### config.mk
export PLATFORM = sky130hd
export DESIGN_NAME = saturating_stream_mixer_core
export DESIGN_NICKNAME = d
export VERILOG_FILES = /design/src/hdl/ssm_pkg.sv /design/src/hdl/ssm_sat_add.sv /design/src/hdl/saturating_stream_mixer_core.sv
export SDC_FILE = /design/constraint.sdc
export NUM_CORES = 1
export LEC_CHECK = 0
export BUFFER_PORTS_ARGS = -buffer_cell sky130_fd_sc_hd__buf_2
export CAP_MARGIN = 20
export CELL_PAD_IN_SITES_DETAIL_PLACEMENT = 0
export CELL_PAD_IN_SITES_GLOBAL_PLACEMENT = 1
export CORE_MARGIN = 5
export CORE_UTILIZATION = 47
export DETAILED_ROUTE_END_ITERATION = 8
export HOLD_SLACK_MARGIN = 0.12
export PLACE_DENSITY_LB_ADDON = 0.1
export SLEW_MARGIN = 20
export SYNTH_ARGS = -nofsm -noshare
export SYNTH_HDL_FRONTEND = slang
export SYNTH_SLANG_ARGS = --single-unit
### constraint.sdc
create_clock -name clock -period 10.6 [get_ports clock]
set_input_delay 2.12 -clock clock [delete_from_list [all_inputs] [get_ports clock]]
set_output_delay 2.12 -clock clock [all_outputs]
set_load 0.01 [all_outputs]
### src/hdl/ssm_pkg.sv
// Shared types and constants for the saturating stream mixer.
// Depends on nothing; imported by ssm_sat_add, saturating_stream_mixer_core and the testbench.
`default_nettype none

package ssm_pkg;

   // Sample width codes; the unused code behaves as 32 bits.
   localparam logic [1:0] WIDTH_CODE_8  = 2'd0;
   localparam logic [1:0] WIDTH_CODE_16 = 2'd1;
   localparam logic [1:0] WIDTH_CODE_32 = 2'd2;

   // Configuration register indexes.
   localparam logic CSR_SAMPLE_WIDTH = 1'b0;
   localparam logic CSR_SIGNED       = 1'b1;

   localparam logic [31:0] MASK_8  = 32'h0000_00ff;
   localparam logic [31:0] MASK_16 = 32'h0000_ffff;
   localparam logic [31:0] MASK_32 = 32'hffff_ffff;

   typedef struct packed {
      logic [31:0] sample_bits;
      logic        first_stream;
      logic        last_stream;
      logic        gap_marked;
   } ssm_req_type;

   typedef struct packed {
      logic [31:0] mixed_sample;
      logic        all_silent;
   } ssm_rsp_type;

   typedef struct packed {
      logic [1:0] sample_width_code;
      logic       signed_samples;
   } ssm_cfg_type;

   function automatic logic [31:0] width_mask(input logic [1:0] code);
      logic [31:0] m;
      case (code)
         WIDTH_CODE_8:  m = MASK_8;
         WIDTH_CODE_16: m = MASK_16;
         default:       m = MASK_32;
      endcase
      return m;
   endfunction

endpackage

`default_nettype wire

### src/hdl/ssm_sat_add.sv
// Saturating add of two raw samples in the configured width and signedness.
// Depends on ssm_pkg for the configuration struct and width masks.
`default_nettype none

module ssm_sat_add
   import ssm_pkg::*;
(
   input  wire ssm_cfg_type  cfg,
   input  wire logic [31:0]  a,
   input  wire logic [31:0]  b,
   output logic      [31:0]  sum
);

   logic        [31:0] mask;
   logic        [31:0] a_m;
   logic        [31:0] b_m;
   logic signed [33:0] a_s;
   logic signed [33:0] b_s;
   logic signed [33:0] sum_s;
   logic signed [33:0] hi_s;
   logic signed [33:0] lo_s;
   logic signed [33:0] clamp_s;
   logic        [32:0] sum_u;

   always_comb begin
      mask = width_mask(cfg.sample_width_code);
      a_m  = a & mask;
      b_m  = b & mask;
      // sign-extend from the top bit of the active width
      case (cfg.sample_width_code)
         WIDTH_CODE_8: begin
            a_s = {{26{a_m[7]}}, a_m[7:0]};
            b_s = {{26{b_m[7]}}, b_m[7:0]};
         end
         WIDTH_CODE_16: begin
            a_s = {{18{a_m[15]}}, a_m[15:0]};
            b_s = {{18{b_m[15]}}, b_m[15:0]};
         end
         default: begin
            a_s = {{2{a_m[31]}}, a_m};
            b_s = {{2{b_m[31]}}, b_m};
         end
      endcase
      sum_s = a_s + b_s;
      hi_s  = {2'b00, 1'b0, mask[31:1]};
      lo_s  = ~hi_s;
      if (sum_s > hi_s) begin
         clamp_s = hi_s;
      end else if (sum_s < lo_s) begin
         clamp_s = lo_s;
      end else begin
         clamp_s = sum_s;
      end
      sum_u = {1'b0, a_m} + {1'b0, b_m};
      if (cfg.signed_samples) begin
         sum = clamp_s[31:0] & mask;
      end else if (sum_u > {1'b0, mask}) begin
         sum = mask;
      end else begin
         sum = sum_u[31:0];
      end
   end

endmodule

`default_nettype wire

### src/hdl/saturating_stream_mixer_core.sv
// Saturating stream mixer: accumulates one sample position over N streams.
// A last-stream word passes the input register, then the result register, to its result word.
// Throughput: one input word per cycle, sustained, while results are taken.
// The accumulator feedback is a single combinational saturating add.
// Reset (synchronous, active high): empty pipeline, sum zero, silent set,
// width 16 bits, signed samples.
// Depends on ssm_pkg and ssm_sat_add.
`default_nettype none

module saturating_stream_mixer_core
   import ssm_pkg::*;
(
   input  wire logic        clock,
   input  wire logic        reset,
   // input word channel
   input  wire logic        req_valid,
   output logic             req_ready,
   input  wire ssm_req_type req_payload,
   // result word channel
   output logic             rsp_valid,
   input  wire logic        rsp_ready,
   output ssm_rsp_type      rsp_payload,
   // configuration write port
   input  wire logic        csr_write_enable,
   input  wire logic        csr_index,
   input  wire logic [1:0]  csr_write_data
);

   // configuration registers
   ssm_cfg_type cfg_ff, cfg_in;

   // input stage
   logic        in_valid_ff, in_valid_in;
   ssm_req_type in_ff, in_in;

   // accumulator state
   logic [31:0] sum_ff, sum_in;
   logic        silent_ff, silent_in;

   // result stage
   logic        out_valid_ff, out_valid_in;
   ssm_rsp_type out_ff, out_in;

   logic        out_free;
   logic        proc;
   logic        emit;
   logic [31:0] mask;
   logic [31:0] sample_m;
   logic [31:0] sat_sum;
   logic [31:0] next_sum;
   logic        next_silent;

   ssm_sat_add u_sat_add (
      .cfg (cfg_ff),
      .a   (sum_ff),
      .b   (in_ff.sample_bits),
      .sum (sat_sum)
   );

   always_comb begin
      // a non-last word needs no result slot, so let it pass a stalled output
      out_free  = !out_valid_ff || rsp_ready;
      proc      = in_valid_ff && (!in_ff.last_stream || out_free);
      emit      = proc && in_ff.last_stream;
      req_ready = !in_valid_ff || proc;

      mask     = width_mask(cfg_ff.sample_width_code);
      sample_m = in_ff.sample_bits & mask;

      // load on first, add on non-gap, skip gaps
      if (in_ff.first_stream) begin
         next_sum    = in_ff.gap_marked ? 32'd0 : sample_m;
         next_silent = in_ff.gap_marked;
      end else if (!in_ff.gap_marked) begin
         next_sum    = sat_sum;
         next_silent = 1'b0;
      end else begin
         next_sum    = sum_ff;
         next_silent = silent_ff;
      end

      // capture a new word when the stage is empty or drains this cycle
      in_valid_in = req_valid || (in_valid_ff && !proc);
      in_in       = (req_valid && req_ready) ? req_payload : in_ff;

      // return to reset values after each emission
      sum_in    = sum_ff;
      silent_in = silent_ff;
      if (proc) begin
         sum_in    = emit ? 32'd0 : next_sum;
         silent_in = emit ? 1'b1 : next_silent;
      end

      out_valid_in = emit || (out_valid_ff && !rsp_ready);
      out_in       = out_ff;
      if (emit) begin
         out_in.mixed_sample = next_sum & mask;
         out_in.all_silent   = next_silent;
      end

      cfg_in = cfg_ff;
      if (csr_write_enable) begin
         case (csr_index)
            CSR_SAMPLE_WIDTH: cfg_in.sample_width_code = csr_write_data;
            CSR_SIGNED:       cfg_in.signed_samples    = csr_write_data[0];
            default:          cfg_in = cfg_ff;
         endcase
      end
   end

   always_ff @(posedge clock) begin
      if (reset) begin
         cfg_ff.sample_width_code <= WIDTH_CODE_16;
         cfg_ff.signed_samples    <= 1'b1;
         in_valid_ff              <= 1'b0;
         out_valid_ff             <= 1'b0;
         sum_ff                   <= 32'd0;
         silent_ff                <= 1'b1;
      end else begin
         cfg_ff       <= cfg_in;
         in_valid_ff  <= in_valid_in;
         out_valid_ff <= out_valid_in;
         sum_ff       <= sum_in;
         silent_ff    <= silent_in;
      end
   end

   // payload registers hold without reset
   always_ff @(posedge clock) begin
      in_ff  <= in_in;
      out_ff <= out_in;
   end

   assign rsp_valid   = out_valid_ff;
   assign rsp_payload = out_ff;

`ifndef NO_ASSERTIONS
   // a silent accumulator has nothing in it
   a_silent_sum_zero : assert property (@(posedge clock) disable iff (reset)
      silent_ff |-> (sum_ff == 32'd0))
      else $error("silent accumulator holds a nonzero sum");

   // an all-gap result carries a zero sample
   a_silent_rsp_zero : assert property (@(posedge clock) disable iff (reset)
      (rsp_valid && rsp_payload.all_silent) |-> (rsp_payload.mixed_sample == 32'd0))
      else $error("silent result word with nonzero sample");

   // emission clears the accumulator
   a_emit_clears : assert property (@(posedge clock) disable iff (reset)
      emit |=> (sum_ff == 32'd0 && silent_ff))
      else $error("accumulator not cleared after emission");

   // an 8-bit result leaves the upper bits clear
   a_width_8_clean : assert property (@(posedge clock) disable iff (reset)
      (emit && cfg_ff.sample_width_code == WIDTH_CODE_8)
         |=> (rsp_payload.mixed_sample[31:8] == 24'd0))
      else $error("8-bit result has bits above its width");

   // a stalled input word is not dropped
   a_input_held : assert property (@(posedge clock) disable iff (reset)
      (in_valid_ff && !proc) |=> in_valid_ff)
      else $error("stalled input word lost");
`endif

endmodule

`default_nettype wire

==> flow_summary.ini <==
[yosys]
postSynthAreaPerCell_um2 = 8.002
synth_compound_area_share_pct = 33.21
synth_top_area_share_pct = 17.96
synth-main-ff-cell = edfxtp_1
synth-adder-area-share_pct = 13.47
yosysWarnings = 0
synth-edff-count = 68
ys_seq_elements = 106
yosys.area_share.simple_pct = 18.61
synth_top_family_by_area = compound AO/OA/AOI/OAI gates
syn_nets = 1585
syn_inst = 1421
syn_area_um2 = 11370
synth_top_cell_by_area = edfxtp_1
synth_xor_area_share_pct = 3.862
muxShareOfSynthArea_pct = 0.7262
netlist_top_cells_area = edfxtp_1 18%, ha_1 13%, a21oi_1 7.4%
synth-async-reset-ratio_pct = 0
seq_area_frac_synth_pct = 24.65
ys_types = 98

[detailed_routing]
wirelength_met1_um = 16400
ant_nets = 0
drtIter0Drc = 1085
wl_um = 39880
vias_per_cell = 6.393
dr.pass1.iters = 6
met3_length_um = 2031
wl_met2_um = 19120
vias = 11390
post-route-drc-count = 0
routed.top_layer = met4
wl_per_cell_um = 22.38

[place]
gp_congestion = 0.9884
port_buffers = 77
detailedPlace.worstSlack_ns = 2.827
dp_hpwl_um = 31300

[cells_and_area]
fill_cells = 2428
register_area_um2 = 2806
diodes = 0
syn2layout_area_growth_pct = 8.726
nNetsFinal = 1617
multi_input_area_um2 = 8009
drive_gt1_share_pct = 10.43
layout_common_cells = 167 x a21oi_1, 120 x nand2_1, 120 x ha_1
layout_commonest_cell = a21oi_1

[sta]
finalClockSkew_ns = 0.01345
drv_slew = 0
finalCritPeriodShare_pct = 74.42
relSlewSlack_pct = 30.65
final-hold-violation-count = 0
rsz0062_at_grt = false
tns_ns = 0
worstMarginPinSlew_ns = 1.040
setup_viol = 0
period_minus_slack_ns = 7.889
fin_hold_ws_ns = 0.4674
setup_slack_ns = 2.711
fmax_mhz = 126.8

[outcome]
outcome = finished clean

[clocking]
path_clk_slew_ns = 0.07
cts_setup_buffers = 0
clk_latency_ns = 0.36
cts.path.max_buffers = 2
cts_hold_buf = 0
cts_htree_levels = 3
cts_tree = built
cts_resized = 0
cts_root_buf = clkbuf_16
cts_buffers = 9
clock_sinks = 106

[flow_run]
max-cap-violations = 0

[worst_hold_path]
hold_class = reg2reg

[critical_path]
worstSetupStartpointType = flop
reg2reg_depth = 24
path_class = reg2reg
cp-end-kind = flop
required_ns = 10.78
cp-startpoint = cfg_ff[2]
endpoint = rsp_payload[16]
crit_fanout = 44
worstPathArrival_ns = 8.07
timing.rr.start = cfg_ff[2]
r2r_slack_ns = 2.71
timing.rr.end = rsp_payload[16]

[power_and_ir_drop]
p_per_area_nw_per_um2 = 115.2
max-vdd-ir-drop_mv = 0.08757
power.leakage_uw = 0.005125

[floorplanning]
die-area_um2 = 27400
io_pins = 78
die_w_um = 165.5
fp.dieH_um = 165.5
initial_core_util_pct = 47.17
fp.coreArea_um2 = 24110
rows = 57

[global_routing]
grt_pass1_vias = 10770
grt_pass1_wl_um = 60890
antenna_found_initial = 0
gr-usage-all-layers_pct = 28.71
grt_max_degree = 64
gr-total-overflow = 0
synth_stat cells, types with 16 or more instances:
master	count
inv_1	91
a21oi_1	168
ha_1	120
o21a_1	19
a31oi_1	18
a22oi_1	25
clkbuf_1	49
nor2_1	109
o211ai_1	24
edfxtp_1	68
nor3_1	26
a21o_1	35
o21ai_1	19
xor2_1	16
xnor2_1	29
o31ai_1	18
nor2b_1	28
nand3_1	19
a211oi_1	21
nand2_1	120
o21ai_0	67
nand2b_1	19
dfxtp_1	38
and2_1	23
where the power goes:
group	internal, uW	leakage, uW	switching (uW)
Sequential	457	0.000955	16.8
Combinational	199	0.00401	391
Clock	190	0.000156	170
Total	846	0.00513	578
worst min-delay path by stage:
| stage | start | to | slack [ns] | cells past startpoint |
|---|---|---|---|---|
| after floorplan | sum_ff[31] | sum_ff[31] | 0.43 | 2 |
| after global placement | sum_ff[31] | sum_ff[31] | 0.44 | 2 |
| after detailed placement | sum_ff[10] | sum_ff[10] | 0.45 | 2 |
| after CTS | sum_ff[10] | sum_ff[10] | 0.47 | 2 |
| after global routing | sum_ff[17] | sum_ff[17] | 0.49 | 2 |
| final | sum_ff[31] | sum_ff[31] | 0.47 | 2 |
flip-flops by register name, indices dropped and copies added (netlist names):
signal,flops
rsp_valid,1
cfg_ff,3
in_valid_ff,1
rsp_payload,33
sum_ff,32
in_ff,35
silent_ff,1
worst max-delay path: stages (launching register included):
cell and delay [ns]:
dfxtp_4 0.68, or2_2 0.67, inv_1 0.08, buf_4 0.25
nand2_1 0.25, nand2_1 0.11, ha_1 0.39, a21oi_1 0.37
o21ai_0 0.21, a31oi_1 0.30, a21oi_1 0.12, a311oi_2 0.82
ha_1 0.41, a211oi_1 0.22, o31ai_1 0.12, or2_2 0.28
a2111o_1 0.41, a221oi_1 0.31, o31ai_1 0.15, a31oi_1 0.19
buf_4 0.31, and2_1 0.52, a21o_1 0.19, a211oi_1 0.06
a21oi_1 0.24
kinds of logic after synthesis:
logic type,count (synthesis)
AND/OR/NAND/NOR,425
flip-flops,106
XOR/XNOR,47
AO/OA/AOI/OAI,553
multiplexers,8
buffers and inverters,160
adder cells (fa/ha/maj),122
cell type report:
cell class	count	area share, %
sequential	106	22.70
inverter	91	2.763
clock buffer	9	1.822
clock inverter	7	0.7489
multi-input combinational	1155	64.78
tap	324	3.279
timing repair buffer	90	3.906
metrics by stage:
stage	util, %	area, um2	total power, uW	cells
floorplan	-	11370	883.9	1421
global placement	49.89	12030	1062	1766
detailed placement	49.91	12030	1062	1766
CTS	51.23	12350	1421	1782
global route	51.29	12360	1502	1782
finish	51.29	12360	1424	1782
metal layers:
| layer | track usage [%] | up-vias |
|---|---|---|
| met1 | 35.99 | 5438 |
| met4 | 15.11 | 0 |
| met3 | 2.755 | 109 |
| met5 | 0 | - |
| met2 | 48.89 | 436 |
| li1 | - | 5410 |
Note: power is estimated with default switching activity, not from simulation.
